`config.mk`:
```
export PLATFORM = sky130hd
export DESIGN_NAME = shf_ctrl
export DESIGN_NICKNAME = d
export VERILOG_FILES = /design/src/hdl/shf_pkg.sv /design/src/hdl/shf_ctrl.sv
export VERILOG_INCLUDE_DIRS = /design/src /design/src/hdl
export SDC_FILE = /design/constraint.sdc
export NUM_CORES = 1
export LEC_CHECK = 0
export BUFFER_PORTS_ARGS = -buffer_cell sky130_fd_sc_hd__buf_2
export CAP_MARGIN = 15
export CORE_AREA = 2 2 49 51
export DETAILED_ROUTE_END_ITERATION = 7
export DIE_AREA = 0 0 51 53
export RECOVER_POWER = 50
export SYNTH_ARGS = -nofsm -noshare
export SYNTH_HDL_FRONTEND = slang
export SYNTH_SLANG_ARGS = --single-unit
```
`constraint.sdc`:
```
create_clock -name i_clk -period 3.1 [get_ports i_clk]
set_clock_uncertainty 0.15 [all_clocks]
set_input_delay 0.62 -clock i_clk [delete_from_list [all_inputs] [get_ports i_clk]]
set_output_delay 0.62 -clock i_clk [all_outputs]
set_load 0.05 [all_outputs]
```
`src/hdl/symbol_histogram_fingerprint_assert.svh`:
```
// assertion macros shared by the histogram block
// no dependencies
`ifndef SYMBOL_HISTOGRAM_FINGERPRINT_ASSERT_SVH
`define SYMBOL_HISTOGRAM_FINGERPRINT_ASSERT_SVH
`define SHF_ASSERT_IMP(lbl, clk, rst_n, a, c) \
    lbl: assert property (@(posedge clk) disable iff (!rst_n) (a) |-> (c)) \
        else $error("assertion failed");
`define SHF_ASSERT_NXT(lbl, clk, rst_n, a, c) \
    lbl: assert property (@(posedge clk) disable iff (!rst_n) (a) |=> (c)) \
        else $error("assertion failed");
`endif

```
`src/hdl/shf_pkg.sv`:
```
// types, constants and command structs for the histogram block
// no dependencies
package shf_pkg;
    localparam int SYMBOLS     = 64;
    localparam int MAX_REGIONS = 16;
    localparam int COUNT_BITS  = 32;
    localparam int OFFSET_BITS = 32;
    localparam int SYM_W  = $clog2(SYMBOLS);
    localparam int REG_W  = $clog2(MAX_REGIONS);
    localparam int SLOT_W = $clog2(MAX_REGIONS + 1);
    localparam int PROD_W = OFFSET_BITS + SLOT_W;
    localparam int QCNT_W = $clog2(PROD_W + 1);
    localparam logic [COUNT_BITS-1:0] CNT_MAX = '1;

    localparam logic [1:0] ACT_COUNT = 2'd0;
    localparam logic [1:0] ACT_EMPTY = 2'd1;
    localparam logic [1:0] ACT_READ  = 2'd2;
    localparam logic [1:0] ACT_CLEAR = 2'd3;

    localparam logic [1:0] SEL_TOTAL  = 2'd0;
    localparam logic [1:0] SEL_REGION = 2'd1;
    localparam logic [1:0] SEL_PAIR   = 2'd2;
    localparam logic [1:0] SEL_EVENT  = 2'd3;

    localparam logic [0:0] ADDR_TOTAL_BYTES = 1'd0;
    localparam logic [0:0] ADDR_SLOTS       = 1'd1;

    typedef struct packed {
        logic [1:0]  action;
        logic        event_start;
        logic [5:0]  symbol;
        logic [31:0] evt_offset;
        logic [1:0]  table_select;
        logic [5:0]  read_row;
        logic [5:0]  read_col;
    } t_in_item;

    typedef struct packed {
        logic [31:0] count_value;
        logic        saturated;
    } t_out_item;

    // memory select for one read-modify-write
    typedef enum logic [1:0] {
        MEM_TOT = 2'd0,
        MEM_REG = 2'd1,
        MEM_PAIR = 2'd2
    } t_mem;

    typedef struct packed {
        logic load;      // latch input item
        logic div_start;
        logic rd;        // issue memory read
        t_mem mem;
        logic wr;        // write bumped value back
        logic ev_bump;
        logic hist_upd;
        logic rd_done;   // capture read result
        logic clr_step;
        logic clr_regs;
    } t_cmd;

    typedef struct packed {
        logic       div_busy;
        logic       clr_last;
        logic [1:0] action;
        logic       sym_ok;
        logic       have_last;
        logic       start;
    } t_sts;
endpackage

```
`src/hdl/shf_ctrl.sv`:
```
// controller: sequences divide, read-modify-writes, reads and clears
// depends on shf_pkg
`include "symbol_histogram_fingerprint_assert.svh"
module shf_ctrl (
    input  logic           i_clk,
    input  logic           i_rst_n,
    input  logic           i_in_valid,
    output logic           o_in_ready,
    output logic           o_out_valid,
    input  logic           i_out_ready,
    output shf_pkg::t_cmd  o_cmd,
    input  shf_pkg::t_sts  i_sts
);
    typedef enum logic [9:0] {
        S_IDLE  = 10'b0000000001,
        S_DISP  = 10'b0000000010,
        S_DIV   = 10'b0000000100,
        S_RD    = 10'b0000001000,
        S_WTOT  = 10'b0000010000,
        S_WREG  = 10'b0000100000,
        S_WPAIR = 10'b0001000000,
        S_RDQ   = 10'b0010000000,
        S_RES   = 10'b0100000000,
        S_CLR   = 10'b1000000000
    } t_state;

    t_state r_state, n_state;
    logic r_ovalid, n_ovalid;
    logic acc;

    // a pending result may wait in the output register while a new item is taken
    assign o_in_ready = (r_state == S_IDLE);
    assign acc = i_in_valid && o_in_ready;

    always_comb begin
        n_state = r_state; n_ovalid = r_ovalid;
        o_cmd = '0;
        o_cmd.mem = shf_pkg::MEM_TOT;
        if (r_ovalid && i_out_ready) n_ovalid = 1'b0;
        unique case (r_state)
            S_IDLE: begin
                o_cmd.load = acc;
                if (acc) n_state = S_DISP;
            end
            S_DISP: begin
                unique case (i_sts.action)
                    shf_pkg::ACT_COUNT: begin
                        o_cmd.div_start = 1'b1;
                        o_cmd.ev_bump = i_sts.start;
                        n_state = S_DIV;
                    end
                    shf_pkg::ACT_EMPTY: begin
                        o_cmd.ev_bump = 1'b1; n_state = S_IDLE;
                    end
                    shf_pkg::ACT_READ: begin
                        o_cmd.rd = 1'b1; n_state = S_RDQ;
                    end
                    default: begin
                        o_cmd.clr_regs = 1'b1; n_state = S_CLR;
                    end
                endcase
            end
            S_DIV: if (!i_sts.div_busy) begin
                o_cmd.rd = 1'b1; n_state = S_WTOT;
            end
            S_WTOT: begin
                o_cmd.wr = 1'b1; o_cmd.mem = shf_pkg::MEM_TOT; n_state = S_WREG;
            end
            S_WREG: begin
                o_cmd.wr = 1'b1; o_cmd.mem = shf_pkg::MEM_REG; n_state = S_WPAIR;
            end
            S_WPAIR: begin
                o_cmd.wr = i_sts.have_last; o_cmd.mem = shf_pkg::MEM_PAIR;
                o_cmd.hist_upd = 1'b1; n_state = S_IDLE;
            end
            S_RD: n_state = S_IDLE;
            S_RDQ: begin
                if (!r_ovalid || i_out_ready) begin
                    o_cmd.rd_done = 1'b1; n_ovalid = 1'b1; n_state = S_RES;
                end
            end
            S_RES: n_state = S_IDLE;
            S_CLR: begin
                o_cmd.clr_step = 1'b1;
                if (i_sts.clr_last) n_state = S_IDLE;
            end
            default: n_state = S_IDLE;
        endcase
    end

    always_ff @(posedge i_clk) begin
        if (!i_rst_n) begin
            r_state <= S_CLR; r_ovalid <= 1'b0;
        end else begin
            r_state <= n_state; r_ovalid <= n_ovalid;
        end
    end

    assign o_out_valid = r_ovalid;

    `SHF_ASSERT_IMP(a_ready_idle, i_clk, i_rst_n, o_in_ready, r_state == S_IDLE)
    `SHF_ASSERT_IMP(a_clr_no_acc, i_clk, i_rst_n, r_state == S_CLR, !o_in_ready)
    `SHF_ASSERT_NXT(a_cap, i_clk, i_rst_n, o_cmd.rd_done, r_ovalid)
endmodule

```
==> Yosys cells after proc, flatten, opt, wreduce, memory -nomap -nowiden <==
Cells that the tools add are included.
{ "word_totals": {"latchBits": 0, "mem_count": 0, "ram_bits": 0, "out_inout_bits": 13, "mem_bits_ro": 0, "in_bits": 11, "register_bits": 11, "word_cells": 47} }
{ "op_classes": {"order_cmp": 0, "addsub": 0, "eq_ne": 14, "mul": 0, "n_mux": 24, "n_div": 0, "n_reduce_logical": 7, "n_bitwise": 0, "shifts": 0} }
{ "op_table": {"columns": ["cell", "n"], "rows": [
  ["10-bit one-hot mux with 7 select lines", 1],
  ["10-bit two-way mux", 4],
  ["10-bit one-hot mux with 3 select lines", 1],
  ["1-bit two-way mux", 15],
  ["10-bit by 1-bit equality test with 1-bit output, second input constant", 1],
  ["10-bit equality test, second input constant", 1],
  ["10-bit by 2-bit equality test with 1-bit output, second input constant", 1],
  ["10-bit by 3-bit equality test with 1-bit output, second input constant", 1],
  ["10-bit by 5-bit equality test with 1-bit output, second input constant", 1],
  ["10-bit by 6-bit equality test with 1-bit output, second input constant", 1],
  ["10-bit by 7-bit equality test with 1-bit output, second input constant", 1],
  ["10-bit by 8-bit equality test with 1-bit output, second input constant", 1],
  ["3-bit one-hot mux with 3 select lines", 1],
  ["2-bit inequality test, second input constant", 3],
  ["1-bit one-hot mux with 2 select lines", 2],
  ["4-bit AND reduction", 1],
  ["3-bit OR reduction", 1],
  ["2-bit by 1-bit equality test with 1-bit output, second input constant", 1],
  ["2-bit equality test, second input constant", 1],
  ["1-bit logical AND", 2],
  ["2-bit logical NOT", 1],
  ["2-bit by 1-bit inequality test with 1-bit output, second input constant", 1],
  ["1-bit logical NOT", 1],
  ["1-bit logical OR", 1]
]} }

==> Depth between registers and ports, before layout <==
{ "depth": {"ltp_word": 4, "ltp_mapped": 5, "ltp_nobuf": 4} }

==> Worst setup path after synthesis <==
No wires, ideal clock.
{ "synth_timing": {"path_type": "register to output", "start": "register r_state[1]", "end": "output port o_cmd[3] in the netlist's numbering", "slack_ns": -0.198, "arrival_ns": 2.528, "path_buffers": 0, "required_ns": 2.330, "stages_incl_launch_ff": 4, "cell_sequence": "dfxtp_1 > nor4_1 > nand2_1 > nor4b_1"} }
{ "synth_lines": {"columns": ["item", "line_no", "source"], "rows": [
  ["from (decl)", "shf_ctrl.sv:27", "t_state r_state, n_state;"],
  ["from (signal assigned)", "shf_ctrl.sv:95", "r_state <= n_state; r_ovalid <= n_ovalid;"],
  ["to (decl)", "shf_ctrl.sv:11", "output shf_pkg::t_cmd o_cmd,"]
]} }

==> impl_summary.txt <==
----------------------------------------------------
[Die]
  Std cell rows ... 17
  IO Pins ... 24
  Core area ... 0.00215 mm²
  Die Y ... 53 µm
  Horizontal die dimension ... 51 µm
  Initial core utilization ... a little under 30%
  Die area ... about 0.0027 mm²

[Setup path]
  Crit path largest cell delay ... 0.50 ns
  Startpoint kind of the worst setup timing path ... flip-flop
  Slowest library cell on the worst path ... sky130_fd_sc_hd__nor4_1
  Series of cell instances along the critical path ... nor4_1, nand2_1, nor4b_1, buf_2
  Critical Path RT ... 2.33 ns
  Crit end category ... output pin
  Maximum fanout count along the critical path ... 6
  Worst R2R Path Depth ... 4
  Reg-to-reg endpoint ... r_state[6]$_SDFFE_PN0P_
  CP Class ... flip-flop to output pin
  Launch instance of the worst register-to-register path ... r_state[7]$_SDFFE_PN0P_
  Arrival time of data at the critical path endpoint ... 1.96 ns
  R2R setup slack ... roughly 1.3 ns

[Job]
  Number of max-cap violations ... 0

[Cells and area]
  Fraction of final layout cells sized beyond drive strength 1 ... 28.4%
  Area added between synthesis and finish ... 24.3%
  Final core utilization ... 36.1%
  # fillers ... 227
  Net count, final ... 114
  Count of inserted antenna diode cells ... 0

[Clock network]
  Clk sink count ... 10
  CTS HTree Levels ... 1
  Clock root buffer master ... sky130_fd_sc_hd__clkbuf_4
  CTS Buffer Depth ... 2
  Inserted Clock Buffers ... 3
  Resized cells post-CTS ... 0
  Post-CTS setup buffer count ... 0
  Clock-pin slew of the registers on the worst-case setup and hold paths ... 0.08 ns
  Clock tree from TritonCTS ... built
  Number of buffers inserted for hold repair after clock tree synthesis ... 0
  Worst-Skew Late Latency ... 0.26 ns

[Route]
  Drt drc ... 0
  Sum of routed wire length over all layers ... 1440 µm
  Drt first-iter violations ... 21
  Post-DR vias/cell ... 4.99
  Drt first pass iters ... 4
  Number of vias after detailed routing ... ~650
  Routed Antenna Nets ... 0
  Average wire length per cell after detail routing ... 11.1 µm

[Power and ir drop]
  Internal power contribution ... 0.219 mW
  P per Cell Area ... 390 mW/mm²
  Share of power burned in the clock network ... 39.7%
  Part of the power in combinational logic ... 15.6%
  Switching power of the nets ... between 0.08 and 0.09 mW
  Switching Share ... 27.4%
  Register share of total power ... 44.7%
  LEAKAGE ... approximately 0.35 nW
  Maximum vdd ir drop ... 0.239 mV

[Min path]
  Worst Hold End ... r_state[5]$_SDFFE_PN0P_
  Worst hold start ... r_state[4]$_SDFFE_PN0P_
  Class of the tightest hold or removal check ... flip-flop to flip-flop
  Hold Path Depth ... 2

[STA]
  Max Clk Rate ... 366 MHz
  Worst-margin pin slew ... 0.586 ns
  Setup Viol. Count Final ... 0
  Sum of negative setup slack ... 0 ns
  Worst hold slack ... approximately 0.4 ns
  Portion of the clock cycle consumed by the worst path in the final layout ... between 80% and 90%
  Worst max-slew margin expressed relative to the limit ... 61.1%
  RSZ-0062 raised after global routing ... false
  Count of pins over their slew limit ... 0
  Time the worst path needs with I/O delays and setup ... 2.73 ns
  Fin. Hold Viols ... 0

[Logic synthesis]
  Cell type with the highest aggregate area in the netlist ... sky130_fd_sc_hd__dfxtp_1
  Register area share after synthesis ... approximately a third
  Yosys warning count ... 0
  Avg Cell Area, Syn ... 7.99 µm²
  Post-Synthesis Net Count ... 89
  Proportion of netlist area held by the largest area contributor ... between 30% and 40%
  Number of instances in the synthesized netlist ... 78
  Cell area after synthesis ... 623 µm²
  Unique cell type count in the Yosys netlist ... 29
  Number of register bits inferred by synthesis ... 10
  Area contributors post-synth ... sky130_fd_sc_hd__dfxtp_1 32%, sky130_fd_sc_hd__nor2_1 5.4%, sky130_fd_sc_hd__o21ai_0 4.8%

[Global route]
  Global-route wire length before repair ... 2290 µm
  Pin count of the biggest net entering global routing ... 11
  Via count of the first global-routing pass ... 537
  Global-route total usage across every layer ... 11.4%
  Number of antenna violations at the first check in global routing ... 0
  Residual overflow from global routing ... 0

[Placed design]
  Final RePlAce weighted congestion ... 0.748
  DP HPWL ... 1110 µm
  Number of buffers added on ports ... 22

[Run status]
  Result of the run ... completed

----------------------------------------------------
-- cell families (layout without fill, tap and decap cells) --
| logic type | count (synthesis) | count (layout) | share of synthesized area, % |
|---|---|---|---|
| AND/OR/NAND/NOR | 47 | 47 | 46.8 |
| AO/OA/AOI/OAI | 14 | 14 | 12.9 |
| flip-flops | 10 | 10 | 32.1 |
| buffers and inverters | 5 | 29 | 5.42 |
| XOR/XNOR | 2 | 2 | 2.81 |
-- layout make-up --
type                       instances  area (µm²)  area share, %
multi-input combinational         63         383           49.4
sequential                        10         200           25.8
timing repair buffer              22         109           14.1
clock buffer                       4        36.3           4.68
tap                               28        35.0           4.52
inverter                           3        11.3           1.45
-- cell usage after synthesis (all sizes together) --
cell     number
dfxtp        10
nor2          9
o21ai         6
a21oi         5
nand2         5
nor3          5
nor2b         4
inv           3
nand4         3
nor4          3
nor4b         3
and2          2
and3          2
buf           2
nand2b        2
nand3         2
xor2          2
a41oi         1
and2b         1
and3b         1
and4          1
nand4b        1
o2111ai       1
o31ai         1
or2b          1
or3           1
or3b          1
-- worst max-delay path by stage --
stage,from,cells after the start,end,slack [ns]
after CTS,r_state[5]$_SDFFE_PN0P_,5,o_cmd[8],0.37
after global placement,r_state[5]$_SDFFE_PN0P_,5,o_cmd[8],0.67
after global routing,r_state[5]$_SDFFE_PN0P_,5,o_cmd[8],0.23
final,r_state[1]$_SDFFE_PN0P_,4,o_cmd[3],0.37
after floorplan,r_state[1]$_SDFFE_PN0P_,3,o_cmd[3],-0.20
after detailed placement,r_state[5]$_SDFFE_PN0P_,5,o_cmd[8],0.65
-- through the flow --
| step | area, µm² | total power, mW | std cells | worst slack (ns) |
|---|---|---|---|---|
| floorplan | 623 | 0.171 | 78 | -0.198 |
| global placement | 746 | 0.185 | 126 | 0.672 |
| detailed placement | 746 | 0.185 | 126 | 0.650 |
| CTS | 782 | 0.306 | 130 | 0.369 |
| global route | 774 | 0.315 | 130 | 0.233 |
| finish | 774 | 0.302 | 130 | 0.367 |
-- flip-flops by register name, indices dropped and copies added (netlist names) --
name and flops:
r_state 9, o_out_valid 1
-- power by group through the flow --
stage	Combinational (mW)	Sequential, mW	Clock, mW
2_1_floorplan	0.0340	0.137	0
3_3_place_gp	0.0470	0.138	0
3_5_place_dp	0.0472	0.138	0
4_1_cts	0.0475	0.135	0.123
5_1_grt	0.0512	0.136	0.128
6_report	0.0471	0.135	0.120
-- cells in the final DEF (no fill, tap or decap), drive strengths merged, types with 4 or more instances in the layout --
cell type  instances
a21oi              5
nor2b              4
nand2              5
nor3               5
buf               21
clkbuf             5
dfxtp             10
nor2               9
o21ai              6
-- routing by layer --
metal / share of wire, % / track usage (%)
met5: 0 / 0
met4: 0 / 4.05
met3: 6.4 / 3.95
met2: 45 / 16.5
met1: 48 / 15.5
-- worst max-delay path, delay by kind of cell (launching register included) --
family / cells / cell delay [ns]
simple gates: 3 / 1.01
flops: 1 / 0.37
buf+inv: 1 / 0.32
Power figures use the tool's default switching activity.
